**src/idalloc_pkg.sv**
```systemverilog
// Shared widths, reset values and status codes of the index/ID allocator.
package idalloc_pkg;

  // Width of one ID and of the counters that can reach the full 8-bit ID space
  localparam int unsigned IdW      = 8;
  localparam int unsigned CountW   = 9;
  localparam int unsigned IdSpace  = 256;

  // Reset value of the pool size register and default queue depth
  localparam logic [CountW-1:0] IndexCountReset = CountW'(256);
  localparam int unsigned       MaxIdsDefault   = 256;

  // Result status codes
  typedef enum logic [1:0] {
    StatusOk    = 2'd0,
    StatusEmpty = 2'd1,
    StatusError = 2'd2
  } status_e;

endpackage

```
**src/index_id_allocator_core.sv**
```systemverilog
// Free-list ID allocator: release queue in a synchronous memory plus a bump counter.
//
//  channel   | direction | tdata / data            | tuser / side
//  ----------+-----------+-------------------------+------------------------
//  s_axis    | in        | [7:0] release_index     | [0] func (0 alloc, 1 release)
//  m_axis    | out       | [7:0] granted_id,       | [1:0] status
//            |           | [16:8] in_use_count     |
//  cfg       | in        | [8:0] pool_ids          | -
//
// A request passes through an idle and an execute state: the queue memory is
// read at the head pointer on the accepting edge, and the execute state does the
// read-modify-write of the queue and counters and loads the result register. A
// stalled result holds the request in its execute state until m_axis_tready. Reset
// clears all pointers and counters; queue memory contents are not cleared and need no clearing pass.

module index_id_allocator_core #(
  parameter int unsigned MAX_IDS = idalloc_pkg::MaxIdsDefault
) (
  input  logic        clk_i,
  input  logic        rst_ni,
  // request stream
  input  logic        s_axis_tvalid,
  output logic        s_axis_tready,
  input  logic [7:0]  s_axis_tdata,   // [7:0] release_index
  input  logic        s_axis_tuser,   // [0] func
  // result stream
  output logic        m_axis_tvalid,
  input  logic        m_axis_tready,
  output logic [23:0] m_axis_tdata,   // [7:0] granted_id, [16:8] in_use_count, pad
  output logic [1:0]  m_axis_tuser,   // [1:0] status
  // pool size register
  input  logic        cfg_valid_i,
  output logic        cfg_ready_o,
  input  logic [8:0]  cfg_data_i      // [8:0] pool_ids
);

  localparam int unsigned IdW    = idalloc_pkg::IdW;
  localparam int unsigned CountW = idalloc_pkg::CountW;
  localparam int unsigned PtrW   = (MAX_IDS > 1) ? $clog2(MAX_IDS) : 1;
  localparam int unsigned FillW  = $clog2(MAX_IDS + 1);
  localparam int unsigned CapVal = (MAX_IDS < idalloc_pkg::IdSpace) ? MAX_IDS
                                                                    : idalloc_pkg::IdSpace;
  localparam logic [CountW-1:0] PoolCap  = CountW'(CapVal);
  localparam logic [PtrW-1:0]   PtrLast  = PtrW'(MAX_IDS - 1);
  localparam logic [FillW-1:0]  FillFull = FillW'(MAX_IDS);

  typedef enum logic {
    StIdle,
    StExec
  } state_e;

  state_e                state_q, state_d;
  logic [CountW-1:0]     pool_ids_q;
  logic [PtrW-1:0]       head_q, head_d, tail_q, tail_d;
  logic [FillW-1:0]      fill_q, fill_d;
  logic [CountW-1:0]     fresh_q, fresh_d;
  logic [CountW-1:0]     used_q, used_d;
  logic                  func_q;
  logic [IdW-1:0]        rel_q;
  logic [IdW-1:0]        rd_data_q;
  logic                  out_valid_q;
  logic [1:0]            status_q, status_d;
  logic [IdW-1:0]        alloc_q, alloc_d;
  logic [CountW-1:0]     count_q;
  logic [CountW-1:0]     pool_size;
  logic                  in_xfer, exec_go, out_xfer, mem_we;

  // Release queue storage
  logic [IdW-1:0] queue_mem [MAX_IDS];

  assign cfg_ready_o   = 1'b1;
  assign s_axis_tready = (state_q == StIdle);
  assign in_xfer       = s_axis_tvalid && s_axis_tready;
  assign out_xfer      = out_valid_q && m_axis_tready;
  assign exec_go       = (state_q == StExec) && (!out_valid_q || m_axis_tready);

  assign pool_size = (pool_ids_q > PoolCap) ? PoolCap : pool_ids_q;

  // Queue memory: one write port at the tail, registered read at the head
  always_ff @(posedge clk_i) begin
    if (mem_we) begin
      queue_mem[tail_q] <= rel_q;
    end
    rd_data_q <= queue_mem[head_q];
  end

  // Request execution: allocate from queue, then fresh counter; release to tail
  always_comb begin
    head_d   = head_q;
    tail_d   = tail_q;
    fill_d   = fill_q;
    fresh_d  = fresh_q;
    used_d   = used_q;
    status_d = idalloc_pkg::StatusOk;
    alloc_d  = '0;
    mem_we   = 1'b0;
    if (!func_q) begin
      priority if (fill_q != '0) begin
        alloc_d = rd_data_q;
        head_d  = (head_q == PtrLast) ? '0 : head_q + PtrW'(1);
        fill_d  = fill_q - FillW'(1);
        used_d  = used_q + CountW'(1);
      end else if (fresh_q < pool_size) begin
        alloc_d = fresh_q[IdW-1:0];
        fresh_d = fresh_q + CountW'(1);
        used_d  = used_q + CountW'(1);
      end else begin
        status_d = idalloc_pkg::StatusEmpty;
      end
    end else begin
      if ({1'b0, rel_q} >= pool_size || used_q == '0 || fill_q >= FillFull) begin
        status_d = idalloc_pkg::StatusError;
      end else begin
        mem_we = exec_go;
        tail_d = (tail_q == PtrLast) ? '0 : tail_q + PtrW'(1);
        fill_d = fill_q + FillW'(1);
        used_d = used_q - CountW'(1);
      end
    end
  end

  // Next state
  always_comb begin
    state_d = state_q;
    unique case (state_q)
      StIdle: if (in_xfer) state_d = StExec;
      StExec: if (exec_go) state_d = StIdle;
      default: state_d = StIdle;
    endcase
  end

  // State, counters and result register
  always_ff @(posedge clk_i or negedge rst_ni) begin
    if (!rst_ni) begin
      state_q       <= StIdle;
      pool_ids_q    <= idalloc_pkg::IndexCountReset;
      head_q        <= '0;
      tail_q        <= '0;
      fill_q        <= '0;
      fresh_q       <= '0;
      used_q        <= '0;
      out_valid_q   <= 1'b0;
      status_q      <= idalloc_pkg::StatusOk;
      alloc_q       <= '0;
      count_q       <= '0;
    end else begin
      state_q <= state_d;
      if (cfg_valid_i && cfg_ready_o) begin
        pool_ids_q <= cfg_data_i;
      end
      if (exec_go) begin
        head_q      <= head_d;
        tail_q      <= tail_d;
        fill_q      <= fill_d;
        fresh_q     <= fresh_d;
        used_q      <= used_d;
        out_valid_q <= 1'b1;
        status_q    <= status_d;
        alloc_q     <= alloc_d;
        count_q     <= used_d;
      end else if (out_xfer) begin
        out_valid_q <= 1'b0;
      end
    end
  end

  // Request capture
  always_ff @(posedge clk_i) begin
    if (in_xfer) begin
      func_q <= s_axis_tuser;
      rel_q  <= s_axis_tdata;
    end
  end

  assign m_axis_tvalid = out_valid_q;
  assign m_axis_tuser  = status_q;
  assign m_axis_tdata  = {7'd0, count_q, alloc_q};

  // Every ID handed out is either in use or waiting in the queue
  a_id_conservation: assert property (@(posedge clk_i) disable iff (!rst_ni)
    (32'(used_q) + 32'(fill_q)) == 32'(fresh_q))
    else $error("in-use count plus queue fill differs from fresh IDs issued");

  // Fresh counter never passes the addressable pool and queue never overfills
  a_bounds: assert property (@(posedge clk_i) disable iff (!rst_ni)
    fresh_q <= PoolCap && fill_q <= FillFull)
    else $error("fresh counter or queue fill out of range");

  // An accepted request enters the execute state next cycle, and results are never overwritten
  a_accept_exec: assert property (@(posedge clk_i) disable iff (!rst_ni)
    in_xfer |=> (state_q == StExec))
    else $error("accepted request did not enter execute");

  a_no_overwrite: assert property (@(posedge clk_i) disable iff (!rst_ni)
    (exec_go && out_valid_q) |-> m_axis_tready)
    else $error("result register loaded while holding an untaken result");

endmodule
```
**config.mk**
```make
export PLATFORM = sky130hd
export DESIGN_NAME = index_id_allocator_core
export DESIGN_NICKNAME = d
export VERILOG_FILES = /design/src/idalloc_pkg.sv /design/src/index_id_allocator_core.sv
export SDC_FILE = /design/constraint.sdc
export NUM_CORES = 2
export LEC_CHECK = 0
export BUFFER_PORTS_ARGS = -buffer_cell sky130_fd_sc_hd__buf_2
export CORE_ASPECT_RATIO = 1.25
export CORE_MARGIN = 3
export CORE_UTILIZATION = 50
export DETAILED_ROUTE_END_ITERATION = 10
export GPL_TIMING_DRIVEN = 1
export PLACE_DENSITY = 0.67
export REMOVE_ABC_BUFFERS = 1
export SLEW_MARGIN = 30
export SYNTH_ARGS = -nofsm -noshare
export SYNTH_HDL_FRONTEND = slang
export SYNTH_SLANG_ARGS = --single-unit
```
**constraint.sdc**
```tcl
create_clock -name clk_i -period 6.4 [get_ports clk_i]
set_clock_uncertainty 0.1 [all_clocks]
set_input_delay 0.64 -clock clk_i [delete_from_list [all_inputs] [get_ports clk_i]]
set_output_delay 0.64 -clock clk_i [all_outputs]
set_load 0.005 [all_outputs]
```
# --- Yosys cells after proc, flatten, opt, wreduce, memory -nomap -nowiden ---
# Memories as Yosys holds them, arrays and structs flattened. A register that Yosys moved wholly into a read port is not among the register bits.
# Index checks and enable logic that the tools add are counted.
word_totals:
  regBits: 73
  ram_bits: 2048
  input_bits: 23
  word_cells: 74
  memories: 1
memory_table:
  columns: ["memory", "words", "word_bits", "rd", "rd_ports_with_merged_regs", "wr", "line_no", "rtl"]
  rows:
  - ["queue_mem", 256, 8, 1, 1, 1, "index_id_allocator_core.sv:69", "logic [IdW-1:0] queue_mem [MAX_IDS];"]
classes:
  n_addsub: 7
  magnitude_cmp: 4
  n_eq_ne: 3
  mux: 26
  bitwise: 4
  n_reduce_logical: 17
ops:
  columns: ["cell", "n"]
  rows:
  - ["$mux 9", 8]
  - ["$mux 8", 5]
  - ["$add 9x1->9 const B", 3]
  - ["$sub 9x1->9 const B", 2]
  - ["$add 8x1->8 const B", 2]
  - ["$eq 8x8->1 const B", 2]
  - ["$reduce_and 3->1", 4]
  - ["$mux 1", 10]
  - ["$ge 8x9->1", 1]
  - ["$ge 9x9->1 const B", 1]
  - ["$gt 9x9->1 const B", 1]
  - ["$logic_not 9->1", 1]
  - ["$lt 9x9->1", 1]
  - ["$reduce_bool 9->1", 1]
  - ["$mux 2", 2]
  - ["$not 1->1", 4]
  - ["$reduce_and 4->1", 1]
  - ["$reduce_bool 2->1", 2]
  - ["$logic_and 1x1->1", 3]
  - ["$logic_or 1x1->1", 3]
  - ["$reduce_bool 3->1", 1]
  - ["$ne 2x2->1 const B", 1]
  - ["$pmux 1 s2", 1]
  - ["$logic_not 1->1", 1]

# --- Depth between registers and ports, before layout ---
logic_depth:
  depth_word: 9
  depth_mapped: 13
  mapped_depth_nobuf: 10

# --- Worst setup path after synthesis ---
# Ideal clock, no wire load.
synth_timing:
  path_type: "register to register"
  from: "reg rel_q[1]"
  to: "mem queue_mem[244][0] (enable)"
  setup_ns: 0.370
  arrival_time_ns: 5.989
  setup_slack_ns: -0.060
  stages_incl_launch_ff: 12
  path_buffers: 3
  period_less_slack_ns: 6.460
  path_cell_list: "edfxtp_1 ha_1 nor2b_1 o21a_1 o21bai_1 a211oi_1 or3_1 clkbuf_1 or3_1 buf_2 buf_2 nor2_1"
synth_via:
  elab_chain_len: 7
synth_lines:
  columns: ["item", "line_no", "rtl"]
  rows:
  - ["start, declared", "index_id_allocator_core.sv:59", "logic [IdW-1:0] rel_q;"]
  - ["start signal, assigned", "index_id_allocator_core.sv:171", "rel_q <= s_axis_tdata;"]
  - ["$ge 8x9->1", "index_id_allocator_core.sv:111", "if ({1'b0, rel_q} >= pool_size || used_q == '0 || fill_q >= FillFull) begin"]
  - ["$logic_or 1x1->1 (2 in series)", "index_id_allocator_core.sv:111", null]
  - ["$mux 1", "index_id_allocator_core.sv:111", null]
  - ["$mux 1", "index_id_allocator_core.sv:97", "if (!func_q) begin"]
  - ["$mux 1", "index_id_allocator_core.sv:81", "if (mem_we) begin"]
  - ["$mux 1 (not written as such)", "index_id_allocator_core.sv:82", "queue_mem[tail_q] <= rel_q;"]
  - ["end, declared", "index_id_allocator_core.sv:69", null]
# No other way between the ends.

# --- Final worst setup path ---
layout_timing:
  from: "reg pool_ids_q[8]"
  to: "mem queue_mem[165][6] (enable)"
layout_via:
  elab_chain_len: 9
layout_lines:
  columns: ["item", "line_no", "rtl"]
  rows:
  - ["start, declared", "index_id_allocator_core.sv:53", "logic [CountW-1:0] pool_ids_q;"]
  - ["start signal, assigned", "index_id_allocator_core.sv:136", "pool_ids_q <= idalloc_pkg::IndexCountReset;"]
  - ["start signal, assigned", "index_id_allocator_core.sv:149", "pool_ids_q <= cfg_data_i;"]
  - ["$gt 9x9->1", "index_id_allocator_core.sv:77", "assign pool_size = (pool_ids_q > PoolCap) ? PoolCap : pool_ids_q;"]
  - ["$mux 9 (*)", "index_id_allocator_core.sv:77", null]
  - ["$ge 8x9->1 (*)", "index_id_allocator_core.sv:111", null]
  - ["$logic_or 1x1->1 (*) (2 in series)", "index_id_allocator_core.sv:111", null]
  - ["$mux 1 (*)", "index_id_allocator_core.sv:111", null]
  - ["$mux 1 (*)", "index_id_allocator_core.sv:97", null]
  - ["$mux 1 (*)", "index_id_allocator_core.sv:81", null]
  - ["$mux 1 (not written as such) (*)", "index_id_allocator_core.sv:82", null]
# Every way passes the cells marked *; elsewhere a longest branch is shown, timed or not.

==> results by stage <==
STA:
- The top achievable clock speed is 205 MHz.
- Of the available clock period, the critical path in the final layout requires 0.764.
- The headroom to the max-slew limit is 0.175.
- The clock period minus final worst setup slack is between 4 and 5 ns.
- The final count of hold timing violations is 0.
- The transition at the pin with the smallest max-transition slack is 1.24 ns.
- Setup repair after global routing left no endpoint under its margin.
- The max-slew violation total from the final report is 0.
- The setup violation total in the final timing report is 0.

GRT:
- Summed over all layers, the global routing overflow is 0.
- The initial antenna violation count came to 4.
- In the global route stage, overall resource usage came out at 0.245.
- The via count of the first global-routing pass is 42100.
- The first global-routing pass estimated 304000 um of wire.
- Entering global routing, the biggest net connects just under 200 pins.

Drt:
- The total length of routed wires is 209000 um.
- The routed wirelength normalized by instance count is 31.9 um.
- The violation count after the first detailed-routing iteration is between 5000 and 6000.
- The total vias in the final route is 41900.
- The number of iterations in the first detailed-routing pass is 6.
- The number of remaining DRC errors is 0.
- The final antenna-violating net count is 0.
- After detailed routing, the number of vias per cell comes to 6.39.

Finish:
- The fraction of final layout cells sized beyond drive strength 1 is 0.235.
- For this run, the share of the core covered by cells in the final layout is 0.561.
- Leaving out fill and tap cells, the most frequent cell in the layout is edfxtp_1.
- The area added between synthesis and finish is 11.4%.
- The number of filler cells placed in the layout is 12100.
- The count of cells in the finished layout, fillers not included, comes to 6559.
- In the layout the commonest cells are edfxtp_1, mux4_2, nor2_1, clkbuf_16, nand2_1.
- In the final design database the tool counted 4257 nets.

Floorplan:
- The die covers about 170000 sq um.
- After floorplanning, the core was sized to cover 166000 sq um.
- The number of standard-cell rows in the floorplan is 167.
- The initial utilization of the core area, before any placement, comes to 0.504.
- 52 I/O pins were placed.
- The vertical die dimension is ~460 um.
- The chip width is 372 um.

Clock network:
- After clock tree synthesis, the clock-pin slew on the worst setup and hold paths is around 0.070 ns.
- TritonCTS built the clock tree.
- The number of setup buffers added after CTS is 0.
- The H-tree was split into 4 levels.
- The number of clock buffers inserted by TritonCTS is 189.
- The clock tree root driver cell is clkbuf_16.
- No sink is reached through more buffers than the 3 on the longest clock path.
- The number of gates resized after CTS was 0.
- The number of hold buffers added after CTS was 19.
- The latest clock arrival within the worst-skew pair is 0.83 ns.
- The total number of clock tree sinks is 2129.

Logic synthesis:
- The synthesized design contains 2129 register bits.
- After synthesis, the netlist uses 82 different library cells.
- Of the post-synthesis cell area, the dominant cell type holds 0.738.
- The gate count after technology mapping is 4067.
- The fraction of the yosys area taken by sequential cells is 0.759.
- The synthesized design contains 2057 enable-type register cells.
- For this run, asynchronously set or reset flops after synthesis account for 0.0301.
- By area the synthesized netlist is led by edfxtp_1, mux4_2, dfrtp_1, mux2i_1, nor2_1.
- Each instance of the synthesized netlist takes up on average 20.6 sq um.
- After synthesis the cells add up to 83700 sq um.
- Among all flip-flop cells after synthesis, the most frequent one is edfxtp_1.
- The total of warnings raised by yosys is 0.
- Of all cell types, the one taking the most synthesized area is edfxtp_1.

Setup path:
- On the critical path, the stage with the largest delay is an instance of nor2_1.
- The type of the setup path with the least slack is reg2reg.
- The largest single stage delay on the critical path is 0.87 ns.
- At the worst endpoint, the required time is 6.74 ns.
- The critical path capture point type is a register.
- At the worst endpoint, the arrival time is 5.23 ns.
- Measured in cells, the most critical reg-to-reg path has a length of 10.
- Walking the worst path, the cells encountered are clkinv_1 -> nand2_1 -> ha_1 -> nor2b_1 -> o21a_1 -> o21bai_1 -> a211oi_1 -> nor3_4 -> nand3_1 -> nor2_1.
- Along the worst path, the maximum fanout reaches 15.
- STA classifies the critical path startpoint as a register.

Placed design:
- The detailed-placement wirelength estimate is about 120000 um.
- In this run the tool buffered the top-level ports with 43 buffer cells.
- The congestion estimate from routability-driven global placement came to between 0.8 and 0.9.
- The number of cells after detailed placement is 6180.

Power and ir drop:
- Across the VDD grid, the largest voltage drop is 332 uV.
- For this design the static power due to leakage is just under 30 nW.
- Power spread over the standard cell area amounts to 408 nW/um^2.

Min path:
- The path category of the worst min-delay check is in2reg.
- Counting instances, the worst hold path has a depth of 3.

Job:
- Max-cap violations in this run came to 0.

Outcome:
- The run finished with clean final reports.
state kept, by name, summed over array words and instances (netlist names), 2 cells and up:
register      count
fill_q            9
queue_mem      2048
m_axis_tuser      2
pool_ids_q        9
tail_q            8
head_q            8
fresh_q           9
alloc_q           8
count_q           9
rel_q             8
rd_data_q         8
cell type report:
cell class / count / area (sq um) / area share
flip-flops and latches: 2129 / 63500 / 0.682
clock inverters: 130 / 1460 / 0.0156
inverters: 25 / 95.1 / 0.00102
well taps: 2197 / 2750 / 0.0295
repair buffers: 183 / 1650 / 0.0177
diodes: 7 / 17.5 / 0.000188
clock buffers: 220 / 4910 / 0.0527
multi-input cells: 1668 / 18800 / 0.202
where the power goes:
| group | leakage [nW] | internal [mW] | switching (mW) |
|---|---|---|---|
| Combinational | 6.74 | 4.19 | 6.20 |
| Clock | 3.08 | 6.65 | 5.07 |
| Sequential | 19.3 | 15.5 | 0.432 |
cell families (layout without fill, tap and decap cells):
kind of cell / Yosys count / in the layout / share of synthesized area
fa+ha+maj: 38 / 38 / 0.00586
simple gates: 551 / 551 / 0.0300
other cells: 2 / 15 / 0.0000897
xor+xnor: 35 / 35 / 0.00366
buf+inv: 276 / 558 / 0.0207
mux: 600 / 600 / 0.143
flops: 2129 / 2129 / 0.759
compound gates: 436 / 436 / 0.0376
synth_stat cells (12+ instances only):
cell type	number
a211oi_1	24
edfxtp_1	2057
nand3_1	37
dfrtp_1	63
xnor2_1	25
ha_1	36
nor3_1	102
a21oi_1	73
mux2i_1	103
nand4_1	12
nor2_1	216
buf_2	47
buf_4	30
nor2b_1	19
o22ai_1	31
mux4_2	461
buf_6	29
a22o_1	40
o21ai_0	41
clkbuf_1	104
inv_1	24
buf_1	14
mux2_2	26
nand2_1	108
a22oi_1	91
clkbuf_8	13
a221oi_1	54
worst max-delay path, delay by kind of cell, from the launching register on:
kind            cells  cell delay (ns)
simple gates        5             2.81
compound gates      3             0.51
flops               1             0.57
fa+ha+maj           1             0.25
buf+inv             1             0.23
metal layers:
metal,global-route usage,vias up,wire length (um)
met1,0.331,22100,80200
met2,0.394,2165,103000
met5,0,-,96
li1,-,17200,-
met4,0.104,6,9710
met3,0.0442,402,16400
per-stage QoR:
step / cell area [sq um] / power [mW] / worst slack (ns) / hold slack, ns / setup TNS [ns]
finish: 93200 / 38.1 / 1.51 / 0.0617 / 0
global route: 93200 / 39.2 / 1.36 / 0.0612 / 0
CTS: 93100 / 38.2 / 1.52 / 0.00109 / 0
detailed placement: 86600 / 26.6 / 1.55 / 0.372 / 0
global placement: 86300 / 26.5 / 1.65 / 0.360 / 0
floorplan: 82100 / 22.4 / -17.19 / 0.244 / -890.40
final timing paths:
check                                startpoint           endpoint  slack (ns)
worst max-delay path              pool_ids_q[8]  queue_mem[165][6]        1.51
worst min-delay path              m_axis_tready      m_axis_tvalid        0.06
worst max register to register    pool_ids_q[8]  queue_mem[165][6]        1.51
worst min register to register  m_axis_tuser[0]    m_axis_tuser[0]        0.38
max in group asynchronous                rst_ni          head_q[1]        5.07
min in group asynchronous                rst_ni      pool_ids_q[2]        0.47
Note: power is estimated with default switching activity, not from simulation.
